$ cat config.mk
export PLATFORM = sky130hd
export DESIGN_NAME = battery_voltage_adc_meter_flat
export DESIGN_NICKNAME = d
export VERILOG_FILES = /design/src/sv/bvm_pkg.sv /design/src/sv/bvm_if.sv /design/src/sv/bvm_seq.sv /design/src/sv/bvm_dp.sv /design/src/sv/battery_voltage_adc_meter.sv /design/src/flat_wrapper.sv
export VERILOG_INCLUDE_DIRS = /design/src /design/src/sv
export SDC_FILE = /design/constraint.sdc
export NUM_CORES = 2
export LEC_CHECK = 0
export BUFFER_PORTS_ARGS = -buffer_cell sky130_fd_sc_hd__buf_2
export CAP_MARGIN = 20
export CORE_ASPECT_RATIO = 1.5
export CORE_MARGIN = 2
export CORE_UTILIZATION = 60
export CTS_CLUSTER_SIZE = 14
export DETAILED_ROUTE_END_ITERATION = 8
export PLACE_DENSITY = 0.84
export SYNTH_ARGS = -nofsm -noshare
export SYNTH_HDL_FRONTEND = slang
export SYNTH_SLANG_ARGS = --single-unit
$ cat constraint.sdc
create_clock -name clk -period 7.65 [get_ports clk]
set_input_delay 1.53 -clock clk [delete_from_list [all_inputs] [get_ports clk]]
set_output_delay 1.53 -clock clk [all_outputs]
set_load 0.02 [all_outputs]
$ cat src/sv/assert_macros.svh
// assertion macros shared by the battery voltage meter rtl
// no dependencies; ASSERT_OFF removes every check
`ifndef ASSERT_MACROS_SVH
`define ASSERT_MACROS_SVH

`ifndef ASSERT_OFF
// clocked check, quiet while reset is applied
`define ASSERT_RST(lbl, clk, rstn, prop, msg) \
	lbl: assert property (@(posedge clk) disable iff (!rstn) prop) else $error(msg);
// clocked check that also holds during reset
`define ASSERT_ALW(lbl, clk, prop, msg) \
	lbl: assert property (@(posedge clk) prop) else $error(msg);
`else
`define ASSERT_RST(lbl, clk, rstn, prop, msg)
`define ASSERT_ALW(lbl, clk, prop, msg)
`endif

`endif

$ cat src/sv/bvm_pkg.sv
// shared types, widths, constants and the microcode rom of the battery voltage meter
// no dependencies
package bvm_pkg;

	// field and datapath widths
	localparam int FILTER_FRAC_BITS = 16;
	localparam int SAMPLE_W  = 12;
	localparam int GAIN_W    = 16;
	localparam int REG8_W    = 8;
	localparam int VOLT_W    = 16;
	localparam int ACC_W     = SAMPLE_W + FILTER_FRAC_BITS;
	localparam int LO_W      = ACC_W / 2;
	localparam int HI_W      = ACC_W - LO_W;
	localparam int FULL_W    = GAIN_W + ACC_W;
	localparam int SCALED_W  = SAMPLE_W + REG8_W;
	localparam int NUM_W     = 29;
	localparam int DEN_W     = SAMPLE_W + REG8_W;
	localparam int CNT_W     = $clog2(NUM_W);
	localparam int CFG_IDX_W = 2;
	localparam int CFG_DAT_W = 16;
	localparam int STEP_W    = 4;

	// arithmetic constants: 3300 / 10 folded into one factor, 4095 * 5 rounding term
	localparam logic [SAMPLE_W-1:0] ADC_FULL  = 12'hFFF;
	localparam logic [8:0]          K_REF     = 9'd330;
	localparam logic [14:0]         ROUND_ADD = 15'd20475;
	localparam logic [CNT_W-1:0]    DIV_LAST  = CNT_W'(NUM_W - 1);
	localparam logic [ACC_W-1:0]    ACC_MAX   = {ADC_FULL, {FILTER_FRAC_BITS{1'b0}}};

	// register reset values
	localparam logic [REG8_W-1:0] SCALE_RST = 8'd110;
	localparam logic [REG8_W-1:0] DIV_RST   = 8'd10;
	localparam logic [REG8_W-1:0] MULT_RST  = 8'd1;
	localparam logic [GAIN_W-1:0] GAIN_RST  = 16'd6554;

	// configuration register indexes
	typedef enum logic [CFG_IDX_W-1:0] {
		CFG_SCALE = 2'd0,
		CFG_DIV   = 2'd1,
		CFG_MULT  = 2'd2,
		CFG_GAIN  = 2'd3
	} cfg_idx_t;

	// datapath operations
	typedef enum logic [3:0] {
		OP_NOP, OP_LOAD, OP_DIFF, OP_MLO, OP_MHI, OP_ACC,
		OP_SCL, OP_NUM, OP_DIV, OP_DIV2_LD, OP_SAT, OP_EMIT
	} dp_op_t;

	// sequencer jump kinds
	typedef enum logic [2:0] {
		JMP_NEXT, JMP_WAIT_IN, JMP_LOOP, JMP_PASS, JMP_WAIT_OUT, JMP_ALWAYS
	} jmp_t;

	typedef logic [STEP_W-1:0] step_t;

	// program addresses
	localparam step_t ST_WAIT  = 4'd0;
	localparam step_t ST_DIFF  = 4'd1;
	localparam step_t ST_MLO   = 4'd2;
	localparam step_t ST_MHI   = 4'd3;
	localparam step_t ST_ACC   = 4'd4;
	localparam step_t ST_SCL   = 4'd5;
	localparam step_t ST_NUM   = 4'd6;
	localparam step_t ST_DIV1  = 4'd7;
	localparam step_t ST_DIV2L = 4'd8;
	localparam step_t ST_DIV2  = 4'd9;
	localparam step_t ST_SAT   = 4'd10;
	localparam step_t ST_EMIT  = 4'd11;

	// one control word
	typedef struct packed {
		dp_op_t op;
		jmp_t   jmp;
		logic   load_cnt;
		step_t  target;
	} ctrl_t;

	// status fed back to the sequencer
	typedef struct packed {
		logic in_xfer;
		logic out_busy;
	} seq_stat_t;

	// microcode rom
	function automatic ctrl_t ucode_rom(input step_t step);
		ctrl_t w;
		w = '{op: OP_NOP, jmp: JMP_NEXT, load_cnt: 1'b0, target: ST_WAIT};
		unique case (step)
			ST_WAIT:  begin w.op = OP_LOAD;    w.jmp = JMP_WAIT_IN; end
			ST_DIFF:  w.op = OP_DIFF;
			ST_MLO:   w.op = OP_MLO;
			ST_MHI:   w.op = OP_MHI;
			ST_ACC:   w.op = OP_ACC;
			ST_SCL:   w.op = OP_SCL;
			ST_NUM:   begin w.op = OP_NUM;     w.load_cnt = 1'b1; end
			ST_DIV1:  begin w.op = OP_DIV;     w.jmp = JMP_LOOP; end
			ST_DIV2L: begin w.op = OP_DIV2_LD; w.load_cnt = 1'b1; end
			ST_DIV2:  begin w.op = OP_DIV;     w.jmp = JMP_LOOP; end
			ST_SAT:   begin w.op = OP_SAT;     w.jmp = JMP_PASS; w.target = ST_SCL; end
			ST_EMIT:  begin w.op = OP_EMIT;    w.jmp = JMP_WAIT_OUT; w.target = ST_WAIT; end
			default:  begin w.jmp = JMP_ALWAYS; w.target = ST_WAIT; end
		endcase
		return w;
	endfunction

endpackage

$ cat src/sv/bvm_if.sv
// channel interfaces of the battery voltage meter: sample in, result out, config write
// depends on bvm_pkg
interface bvm_in_if;
	logic                          valid;
	logic                          ready;
	logic [bvm_pkg::SAMPLE_W-1:0]  adc_sample;
	modport source (output valid, output adc_sample, input ready);
	modport sink   (input valid, input adc_sample, output ready);
endinterface

interface bvm_out_if;
	logic                        valid;
	logic                        ready;
	logic [bvm_pkg::VOLT_W-1:0]  filtered_voltage;
	logic [bvm_pkg::VOLT_W-1:0]  raw_voltage;
	modport source (output valid, output filtered_voltage, output raw_voltage, input ready);
	modport sink   (input valid, input filtered_voltage, input raw_voltage, output ready);
endinterface

interface bvm_cfg_if;
	logic                           valid;
	logic                           ready;
	logic [bvm_pkg::CFG_IDX_W-1:0]  index;
	logic [bvm_pkg::CFG_DAT_W-1:0]  data;
	modport source (output valid, output index, output data, input ready);
	modport sink   (input valid, input index, input data, output ready);
endinterface

$ cat src/sv/bvm_seq.sv
// microcode sequencer: step counter, loop counter, pass flag and rom lookup
// depends on bvm_pkg and assert_macros.svh
`include "assert_macros.svh"

module bvm_seq (
	input  logic                clk,
	input  logic                arst_n,
	input  bvm_pkg::seq_stat_t  stat,
	output bvm_pkg::ctrl_t      ctrl,
	output logic                pass
);
	import bvm_pkg::*;

	step_t            step_q;
	logic [CNT_W-1:0] cnt_q;
	logic             pass_q;

	// control word of the current step
	assign ctrl = ucode_rom(step_q);
	assign pass = pass_q;

	// step, loop and pass update
	always_ff @(posedge clk or negedge arst_n) begin
		if (!arst_n) begin
			step_q <= ST_WAIT;
			cnt_q  <= '0;
			pass_q <= 1'b0;
		end else begin
			if (ctrl.load_cnt) begin
				cnt_q <= DIV_LAST;
			end
			unique case (ctrl.jmp)
				JMP_NEXT: step_q <= step_q + 1'b1;
				JMP_WAIT_IN: begin
					if (stat.in_xfer) begin
						step_q <= step_q + 1'b1;
					end
				end
				JMP_LOOP: begin
					if (cnt_q != '0) begin
						cnt_q <= cnt_q - 1'b1;
					end else begin
						step_q <= step_q + 1'b1;
					end
				end
				JMP_PASS: begin
					if (!pass_q) begin
						pass_q <= 1'b1;
						step_q <= ctrl.target;
					end else begin
						pass_q <= 1'b0;
						step_q <= step_q + 1'b1;
					end
				end
				JMP_WAIT_OUT: begin
					if (!stat.out_busy) begin
						step_q <= ctrl.target;
					end
				end
				default: step_q <= ctrl.target;
			endcase
		end
	end

	// program stays inside its listing
	`ASSERT_RST(a_step_range, clk, arst_n, step_q <= ST_EMIT, "step counter left the program")
	// a pending loop count only exists inside a division loop
	`ASSERT_RST(a_cnt_loop, clk, arst_n, (cnt_q != '0) |-> (ctrl.jmp == JMP_LOOP), "loop count outside loop")
	// second pass only covers the conversion steps
	`ASSERT_RST(a_pass_span, clk, arst_n, pass_q |-> (step_q >= ST_SCL && step_q <= ST_SAT), "pass flag outside conversion")

endmodule

$ cat src/sv/bvm_dp.sv
// datapath: low-pass filter, centivolt scaling, shared bit-serial divider, output register
// depends on bvm_pkg and assert_macros.svh
`include "assert_macros.svh"

module bvm_dp (
	input  logic                          clk,
	input  logic                          arst_n,
	input  bvm_pkg::ctrl_t                ctrl,
	input  logic                          pass,
	input  logic                          in_xfer,
	input  logic [bvm_pkg::SAMPLE_W-1:0]  adc_sample,
	input  logic [bvm_pkg::REG8_W-1:0]    scale,
	input  logic [bvm_pkg::REG8_W-1:0]    div,
	input  logic [bvm_pkg::REG8_W-1:0]    mult,
	input  logic [bvm_pkg::GAIN_W-1:0]    gain,
	input  logic                          out_ready,
	output logic                          out_valid,
	output logic [bvm_pkg::VOLT_W-1:0]    filtered_voltage,
	output logic [bvm_pkg::VOLT_W-1:0]    raw_voltage,
	output logic                          out_busy
);
	import bvm_pkg::*;

	logic [SAMPLE_W-1:0]     sample_q;
	logic                    neg_q;
	logic [ACC_W-1:0]        mag_q;
	logic [GAIN_W+LO_W-1:0]  plo_q;
	logic [GAIN_W+HI_W-1:0]  phi_q;
	logic [ACC_W-1:0]        acc_q;
	logic [SCALED_W-1:0]     t_q;
	logic [NUM_W-1:0]        quo_q;
	logic [DEN_W-1:0]        rem_q;
	logic [DEN_W-1:0]        dvs_q;
	logic [VOLT_W-1:0]       filt_q;
	logic [VOLT_W-1:0]       raw_q;
	logic [VOLT_W-1:0]       outf_q;
	logic [VOLT_W-1:0]       outr_q;
	logic                    out_valid_q;

	logic [ACC_W-1:0]        x_c;
	logic [FULL_W-1:0]       full_c;
	logic [ACC_W-1:0]        step_c;
	logic [SAMPLE_W-1:0]     s_c;
	logic [NUM_W-1:0]        num_c;
	logic [DEN_W-1:0]        den_c;
	logic [DEN_W:0]          part_c;
	logic [DEN_W:0]          diff_c;
	logic                    ge_c;
	logic [VOLT_W-1:0]       sat_c;
	logic                    emit_c;

	// filter arithmetic
	assign x_c    = {sample_q, {FILTER_FRAC_BITS{1'b0}}};
	assign full_c = FULL_W'({phi_q, {LO_W{1'b0}}}) + FULL_W'(plo_q);
	assign step_c = full_c[FULL_W-1:GAIN_W];

	// conversion operand: filtered first, raw on the second pass
	assign s_c   = pass ? sample_q : acc_q[ACC_W-1:FILTER_FRAC_BITS];
	assign num_c = NUM_W'(t_q) * NUM_W'(K_REF) + NUM_W'(ROUND_ADD);
	assign den_c = DEN_W'({div, {SAMPLE_W{1'b0}}}) - DEN_W'(div);

	// one restoring division step
	assign part_c = {rem_q, quo_q[NUM_W-1]};
	assign ge_c   = part_c >= {1'b0, dvs_q};
	assign diff_c = part_c - {1'b0, dvs_q};

	// saturate the quotient
	assign sat_c = (quo_q[NUM_W-1:VOLT_W] != '0) ? {VOLT_W{1'b1}} : quo_q[VOLT_W-1:0];

	// output register handshake
	assign out_busy = out_valid_q & ~out_ready;
	assign emit_c   = (ctrl.op == OP_EMIT) & ~out_busy;

	// working registers
	always_ff @(posedge clk) begin
		case (ctrl.op)
			OP_LOAD: begin
				if (in_xfer) begin
					sample_q <= adc_sample;
				end
			end
			OP_DIFF: begin
				neg_q <= x_c < acc_q;
				mag_q <= (x_c < acc_q) ? (acc_q - x_c) : (x_c - acc_q);
			end
			OP_MLO:     plo_q <= (GAIN_W+LO_W)'(gain) * (GAIN_W+LO_W)'(mag_q[LO_W-1:0]);
			OP_MHI:     phi_q <= (GAIN_W+HI_W)'(gain) * (GAIN_W+HI_W)'(mag_q[ACC_W-1:LO_W]);
			OP_SCL:     t_q <= SCALED_W'(s_c) * SCALED_W'(scale);
			OP_NUM: begin
				quo_q <= num_c;
				rem_q <= '0;
				dvs_q <= den_c;
			end
			OP_DIV: begin
				quo_q <= {quo_q[NUM_W-2:0], ge_c};
				rem_q <= ge_c ? diff_c[DEN_W-1:0] : part_c[DEN_W-1:0];
			end
			OP_DIV2_LD: begin
				rem_q <= '0;
				dvs_q <= DEN_W'(mult);
			end
			OP_SAT: begin
				if (pass) begin
					raw_q <= sat_c;
				end else begin
					filt_q <= sat_c;
				end
			end
			default: ;
		endcase
		if (emit_c) begin
			outf_q <= filt_q;
			outr_q <= raw_q;
		end
	end

	// filter state and output valid
	always_ff @(posedge clk or negedge arst_n) begin
		if (!arst_n) begin
			acc_q       <= '0;
			out_valid_q <= 1'b0;
		end else begin
			if (ctrl.op == OP_ACC) begin
				acc_q <= neg_q ? (acc_q - step_c) : (acc_q + step_c);
			end
			if (emit_c) begin
				out_valid_q <= 1'b1;
			end else if (out_ready) begin
				out_valid_q <= 1'b0;
			end
		end
	end

	assign out_valid        = out_valid_q;
	assign filtered_voltage = outf_q;
	assign raw_voltage      = outr_q;

	// filter never overshoots full scale
	`ASSERT_RST(a_acc_range, clk, arst_n, acc_q <= ACC_MAX, "filter accumulator above full scale")
	// a waiting result stays offered
	`ASSERT_RST(a_out_keep, clk, arst_n, out_busy |=> out_valid_q, "held result dropped")
	// a waiting result keeps its payload
	`ASSERT_RST(a_out_hold, clk, arst_n, out_busy |=> $stable({outf_q, outr_q}), "held result changed")

endmodule

$ cat src/sv/battery_voltage_adc_meter.sv
// battery voltage meter: one 12-bit sample in, filtered and raw centivolts out
// the shared one-bit-per-cycle divider does four 29-step divisions per result;
// a new sample is taken only once the previous result has entered the output register
// a finished result waits in the output register while the next sample is taken
// async active-low reset: sequencer idle, filter zero, registers 110 / 10 / 1 / 6554
// depends on bvm_pkg, bvm_if, bvm_seq, bvm_dp

module battery_voltage_adc_meter (
	input  logic        clk,
	input  logic        arst_n,
	bvm_in_if.sink      adc_in,
	bvm_out_if.source   volt_out,
	bvm_cfg_if.sink     cfg_wr
);
	import bvm_pkg::*;

	logic [REG8_W-1:0] scale_q;
	logic [REG8_W-1:0] div_q;
	logic [REG8_W-1:0] mult_q;
	logic [GAIN_W-1:0] gain_q;

	ctrl_t     ctrl;
	seq_stat_t stat;
	logic      pass;
	logic      in_xfer;
	logic      out_busy;

	// input transfer only in the wait step
	assign adc_in.ready  = (ctrl.jmp == JMP_WAIT_IN);
	assign in_xfer       = adc_in.valid & adc_in.ready;
	assign stat.in_xfer  = in_xfer;
	assign stat.out_busy = out_busy;

	// configuration registers
	assign cfg_wr.ready = 1'b1;

	always_ff @(posedge clk or negedge arst_n) begin
		if (!arst_n) begin
			scale_q <= SCALE_RST;
			div_q   <= DIV_RST;
			mult_q  <= MULT_RST;
			gain_q  <= GAIN_RST;
		end else if (cfg_wr.valid) begin
			unique case (cfg_idx_t'(cfg_wr.index))
				CFG_SCALE: scale_q <= cfg_wr.data[REG8_W-1:0];
				CFG_DIV:   div_q   <= cfg_wr.data[REG8_W-1:0];
				CFG_MULT:  mult_q  <= cfg_wr.data[REG8_W-1:0];
				CFG_GAIN:  gain_q  <= cfg_wr.data[GAIN_W-1:0];
				default: ;
			endcase
		end
	end

	// sequencer
	bvm_seq u_seq (
		.clk    (clk),
		.arst_n (arst_n),
		.stat   (stat),
		.ctrl   (ctrl),
		.pass   (pass)
	);

	// datapath
	bvm_dp u_dp (
		.clk              (clk),
		.arst_n           (arst_n),
		.ctrl             (ctrl),
		.pass             (pass),
		.in_xfer          (in_xfer),
		.adc_sample       (adc_in.adc_sample),
		.scale            (scale_q),
		.div              (div_q),
		.mult             (mult_q),
		.gain             (gain_q),
		.out_ready        (volt_out.ready),
		.out_valid        (volt_out.valid),
		.filtered_voltage (volt_out.filtered_voltage),
		.raw_voltage      (volt_out.raw_voltage),
		.out_busy         (out_busy)
	);

endmodule

$ cat src/flat_wrapper.sv
// flat-port wrapper written by rule: the top's interface ports become plain ports
module battery_voltage_adc_meter_flat import bvm_pkg::*;
  (clk, arst_n, adc_in_valid, adc_in_adc_sample, adc_in_ready, volt_out_valid, volt_out_filtered_voltage, volt_out_raw_voltage, volt_out_ready, cfg_wr_valid, cfg_wr_index, cfg_wr_data, cfg_wr_ready);
  bvm_in_if adc_in_i ();
  bvm_out_if volt_out_i ();
  bvm_cfg_if cfg_wr_i ();
  input  logic clk;
  input  logic arst_n;
  input wire logic [$bits(adc_in_i.valid)-1:0] adc_in_valid;
  input wire logic [$bits(adc_in_i.adc_sample)-1:0] adc_in_adc_sample;
  output wire logic [$bits(adc_in_i.ready)-1:0] adc_in_ready;
  output wire logic [$bits(volt_out_i.valid)-1:0] volt_out_valid;
  output wire logic [$bits(volt_out_i.filtered_voltage)-1:0] volt_out_filtered_voltage;
  output wire logic [$bits(volt_out_i.raw_voltage)-1:0] volt_out_raw_voltage;
  input wire logic [$bits(volt_out_i.ready)-1:0] volt_out_ready;
  input wire logic [$bits(cfg_wr_i.valid)-1:0] cfg_wr_valid;
  input wire logic [$bits(cfg_wr_i.index)-1:0] cfg_wr_index;
  input wire logic [$bits(cfg_wr_i.data)-1:0] cfg_wr_data;
  output wire logic [$bits(cfg_wr_i.ready)-1:0] cfg_wr_ready;
  assign adc_in_i.valid = adc_in_valid;
  assign adc_in_i.adc_sample = adc_in_adc_sample;
  assign adc_in_ready = adc_in_i.ready;
  assign volt_out_valid = volt_out_i.valid;
  assign volt_out_filtered_voltage = volt_out_i.filtered_voltage;
  assign volt_out_raw_voltage = volt_out_i.raw_voltage;
  assign volt_out_i.ready = volt_out_ready;
  assign cfg_wr_i.valid = cfg_wr_valid;
  assign cfg_wr_i.index = cfg_wr_index;
  assign cfg_wr_i.data = cfg_wr_data;
  assign cfg_wr_ready = cfg_wr_i.ready;
  battery_voltage_adc_meter u_core (.clk(clk), .arst_n(arst_n), .adc_in(adc_in_i), .volt_out(volt_out_i), .cfg_wr(cfg_wr_i));
endmodule
# Yosys cells after proc, flatten, opt, wreduce, memory -nomap -nowiden

Index checks and enable logic that the tools add are counted.

Register bits: 333
Memories: 0
ROM bits: 0
Memory bits (writable): 0
Output and inout port bits: 35
Latch bits: 0

Magnitude comparators: 2
Bitwise gates (word level): 6
Equal/unequal tests: 32
$mul: 4
$add $sub $neg: 10
Shift operators: 0
Mux-type cells: 23
Div/mod/pow operators: 0
Reduce and logical (&&, ||, !) cells: 21

Operator list:

| operator                 | count |
|---|---|
| $sub A28 B28 Y28         | 3 |
| $pmux W20 S2             | 2 |
| $mul A16 B14 Y30         | 2 |
| $pmux W29 S2             | 1 |
| $mux W28                 | 2 |
| $add A44 B30 Y44         | 1 |
| $pmux W4 S11             | 1 |
| $eq A4 B3 Y1 const B     | 8 |
| $eq A4 B4 Y1 const B     | 8 |
| $add A29 B15 Y29 const B | 1 |
| $add A28 B28 Y28         | 1 |
| $lt A28 B28 Y1           | 1 |
| $mul A20 B8 Y28 const B  | 1 |
| $ge A21 B20 Y1           | 1 |
| $mul A12 B8 Y20          | 1 |
| $mux W20                 | 1 |
| $pmux W4 S5              | 1 |
| $sub A20 B20 Y20         | 1 |
| $sub A20 B8 Y20          | 1 |
| $eq A4 B2 Y1 const B     | 4 |
| $mux W16                 | 1 |
| $mux W4                  | 4 |
| $mux W5                  | 3 |
| $pmux W3 S5              | 1 |
| other kinds (24)         | 47 |

# Depth between registers and ports, before layout

Word-level depth: 7
Depth in mapped cells: 26
Gate-level depth less buffers: 25

# Hierarchy

From an unflattened synthesis, not the netlist that was laid out.

Cell total of the unflattened synthesis: 3909
Area total of the unflattened synthesis: 37704.9 um^2

By module, submodules not included:

| module                    | area each (um^2) | cells an instance | instances |
|---|---|---|---|
| bvm_dp                    | 35283.8          | 3719              | 1 |
| battery_voltage_adc_meter | 1557.7           | 89                | 1 |
| bvm_seq                   | 863.3            | 101               | 1 |

# Least setup slack after synthesis

Ideal clock, no wire load.

Path kind: register to register
Start: register u_core.u_dp.mag_q[16]
End: register u_core.u_dp.phi_q[28], data pin
Cell stages (with the launch flop): 26
Data arrival time: 6.361 ns
Path slack: 1.032 ns
Path buffers: 1
Data required time: 7.392 ns
Period minus slack after synthesis: 6.618 ns
Path through: edfxtp_1 -> clkbuf_1 -> and2_1 -> fa_1 -> inv_1 -> fa_1 -> inv_1 -> fa_1 -> inv_1 -> fa_1 -> inv_1 -> fa_1 -> inv_1 -> fa_1 -> inv_1 -> ha_1 -> and4_1 -> a221o_1 -> a31oi_1 -> o21ai_0 -> a211oi_1 -> o31ai_1 -> o41ai_1 -> o21bai_1 -> a21oi_1 -> xnor2_1

Longest elaborated chain between the ends: 1

Ends and longest elaborated chain:

| what                   | line         | text |
|---|---|---|
| start, declared        | bvm_dp.sv:26 | `logic [ACC_W-1:0] mag_q;` |
| start signal, assigned | bvm_dp.sv:84 | `mag_q <= (x_c < acc_q) ? (acc_q - x_c) : (x_c - acc_q);` |
| $mul A16 B14 Y30       | bvm_dp.sv:87 | `OP_MHI: phi_q <= (GAIN_W+HI_W)'(gain) * (GAIN_W+HI_W)'(mag_q[ACC_W-1:LO_W]);` |
| end signal, assigned   | bvm_dp.sv:87 |  |
| end, declared          | bvm_dp.sv:28 | `logic [GAIN_W+HI_W-1:0] phi_q;` |

Every way passes these cells.
A chain may end at the register's enable or synchronous reset.

# Worst setup path after layout

Start: register u_core.gain_q[5]
End: register u_core.u_dp.phi_q[28], data pin

Longest elaborated chain between the ends: 1

Ends and longest elaborated chain:

| what                   | line                            | text |
|---|---|---|
| start, declared        | battery_voltage_adc_meter.sv:20 | `logic [GAIN_W-1:0] gain_q;` |
| start signal, assigned | battery_voltage_adc_meter.sv:48 | `CFG_GAIN: gain_q <= cfg_wr.data[GAIN_W-1:0];` |
| $mul A16 B14 Y30       | bvm_dp.sv:87                    |  |

Every way passes these cells.

==> impl_metrics.toml <==
[drt]
via_per_inst = 5.91
drc = 0
antenna_left = 0
drtPass1Iterations = 5
drt_iter0_drc = 1835
routedWlPerCell_um = 18.7
num_vias = 27471
drt-total-wl_mm = 86.9

[critical_path]
ff2ff_path_depth = 24
path_class = "reg2reg"
reg2reg_from = "u_core.gain_q[5]"
r2r_slack_ns = 0.43
required_ns = 7.96
cp_num_buf_inv = 6
reg2reg_to = "u_core.u_dp.phi_q[28]"
critical_path.max_fanout = 13
crit_path_max_incr_delay_ns = 0.55
crit_chain = "and2_1 > fa_1 > inv_1 > fa_1 > inv_1 > fa_1 > inv_1 > fa_1 > inv_1 > fa_1 > inv_1 > fa_1 > inv_1 > ha_1 > and4_1 > a221o_1 > a31oi_1 > o21ai_0 > a211oi_1 > o31ai_1 > o41ai_1 > o21bai_1 > a21oi_1 > xnor2_1"
crit_path_start_kind = "flip-flop"
cp-end-kind = "flip-flop"
slowest_stage = "dfrtp_1"
crit_arrival_ns = 7.53
timing.critical_path.max_delay_family = "adder cells"

[grt]
grt_pass1_vias = 28742
antenna_found_initial = 3
grt_max_degree = 67
track_usage_pct = 27.5
use_met3_pct = 2.99
grt_pass1_wl_mm = 142
top_usage_layer = "met2"
use_met2_pct = 51.1
met1_usage_pct = 29.8
grt_overflow = 0

[sta]
slew-limit-headroom_pct = 25.7
fin_crit_sh_pct = 94.4
fin_crit_ns = 7.22
final_hold_viol_count = 0
worst_pin_slew_ns = 1.11
tns_ns = 0
finalMaxSlewViolations = 0
finClkSkew_ns = 0.0303
setup_ws_ns = 0.429
rsz0062_at_grt = "no"
max_freq_mhz = 138
holdWs_ns = 0.417
setup_viol = 0

[clocking]
post_cts_resized = 0
cts_sinks = 319
cts_root_buffer = "clkbuf_16"
numCtsBuffers = 34
cts_setup_buffers = 0
worstSkewPairLatency_ns = 0.55
htreeDepth = 2
path_clk_slew_ns = 0.07
cts_hold_buf = 0
max-clock-path-buffers = 3
cts_tree = "done"

[logic_synthesis]
synth_edf_count = 240
synth_fp_nets = 4684
async_flop_share_pct = 24.8
synthCells = 3830
avgSynthCellArea_um2 = 9.71
seq_area_frac_synth_pct = 24.7
ys.flop_type = "edfxtp_1"
synth-seq-cells = 319
netlist_area_um2 = 37200
yosysWarnings = 0
yosysUniqueCellTypes = 93

[hold_path]
hold_class = "reg2reg"
holdPathEnd = "u_core.u_dp.raw_voltage[8]"
min_path_cells = 0
holdCritStartpoint = "u_core.u_dp.raw_q[8]"

[place]
place_inst = 4579
port_buffers = 68
place_ws_ns = 0.540
place_congestion = 0.920
dpl.hpwl_mm = 67.8

[cells_and_area]
final_cell_mix = "inv_1 (516), nand2_1 (480), fa_1 (422)"
layout_commonest_cell = "inv_1"
instances_no_fill = 4645
drive_gt1_share_pct = 7.19
fillers = 4652
fin_nets = 4680
area_growth_pct = 6.07

[floorplan]
dieWidth_um = 207
die_h_um = 309
core_um2 = 61200
die_area_um2 = 64000
ios = 70
placementRows = 111
initial_core_util_pct = 60.7

[run]
maxCapViolCount = 0

[outcome]
outcome = "finished clean"
per-layer routing:
layer	vias to the layer above	wire [µm]
li1	12674	-
met1	13542	30500
met2	908	45700
met3	343	4310
met4	4	6420
met5	-	27
cell type report:
class                      count  area (µm²)  share of cell area (%)
clock buffer                  46         916                    2.32
tap                          791         990                    2.51
timing repair buffer         105         637                    1.61
clock inverter                16         229                   0.580
inverter                     516        1940                    4.91
sequential                   319        9200                    23.3
multi-input combinational   2850       25500                    64.7
antenna                        2        5.00                  0.0127
registers in the layout, indices dropped and copies added (netlist names), 20 cells and up:
| register | count |
|---|---|
| u_core.u_dp.acc_q | 28 |
| u_core.u_dp.dvs_q | 20 |
| u_core.u_dp.mag_q | 28 |
| u_core.u_dp.phi_q | 30 |
| u_core.u_dp.quo_q | 29 |
| u_core.u_dp.rem_q | 20 |
| u_core.u_dp.t_q | 20 |
synth_stat cells (18+ instances only):
cell	count	share of area, %
ha_1	397	13
edfxtp_1	240	19
a31oi_1	22	0.37
nand3_1	36	0.48
o31ai_1	18	0.36
nand2_1	480	4.8
inv_1	516	5.2
a21oi_1	156	2.1
or3_1	21	0.35
mux2_2	45	1.4
and2_1	248	4.2
dfrtp_1	64	4.3
nor2b_1	56	0.94
xor2_1	63	1.5
nand4_1	18	0.30
or2_2	28	0.47
nor2_1	147	1.5
xnor2_1	130	3.1
fa_1	422	23
o21a_1	27	0.55
clkbuf_1	131	1.3
and3_1	18	0.30
nand2b_1	30	0.50
nor3_1	45	0.61
a21o_1	76	1.5
a211oi_1	24	0.48
o21ai_0	134	1.8
cell families after synthesis:
group / after synthesis / share of synthesized area, %
buffers and inverters: 661 / 6.74
xor gates and xnor gates: 194 / 4.59
AOI/OAI and AO/OA: 591 / 10.3
DFF: 319 / 24.7
and+or+nand+nor: 1188 / 15.8
other: 1 / 0.0101
muxes: 57 / 1.70
adders and majority gates: 819 / 36.1
worst max-delay path by stage:
stage	slack, ns	from	to	cells past startpoint
after detailed placement	0.54	u_core.u_dp.mag_q[16]	u_core.u_dp.phi_q[28]	23
after CTS	0.44	u_core.gain_q[5]	u_core.u_dp.phi_q[28]	24
after global routing	0.003	u_core.gain_q[5]	u_core.u_dp.phi_q[28]	24
after global placement	0.65	u_core.gain_q[5]	u_core.u_dp.phi_q[28]	24
final	0.43	u_core.gain_q[5]	u_core.u_dp.phi_q[28]	24
after floorplan	1.03	u_core.u_dp.mag_q[16]	u_core.u_dp.phi_q[28]	25
metrics by stage:
step / util [%] / area (µm²)
after global placement: 62.5 / 38300
after CTS: 64.3 / 39400
after detailed placement: 62.5 / 38300
after floorplan: - / 37200
after global routing: 64.4 / 39400
final: 64.4 / 39400
Power is left out: the tool's default activity adds up to more than one toggle a clock period on the data nets, which glitch-free logic cannot reach.
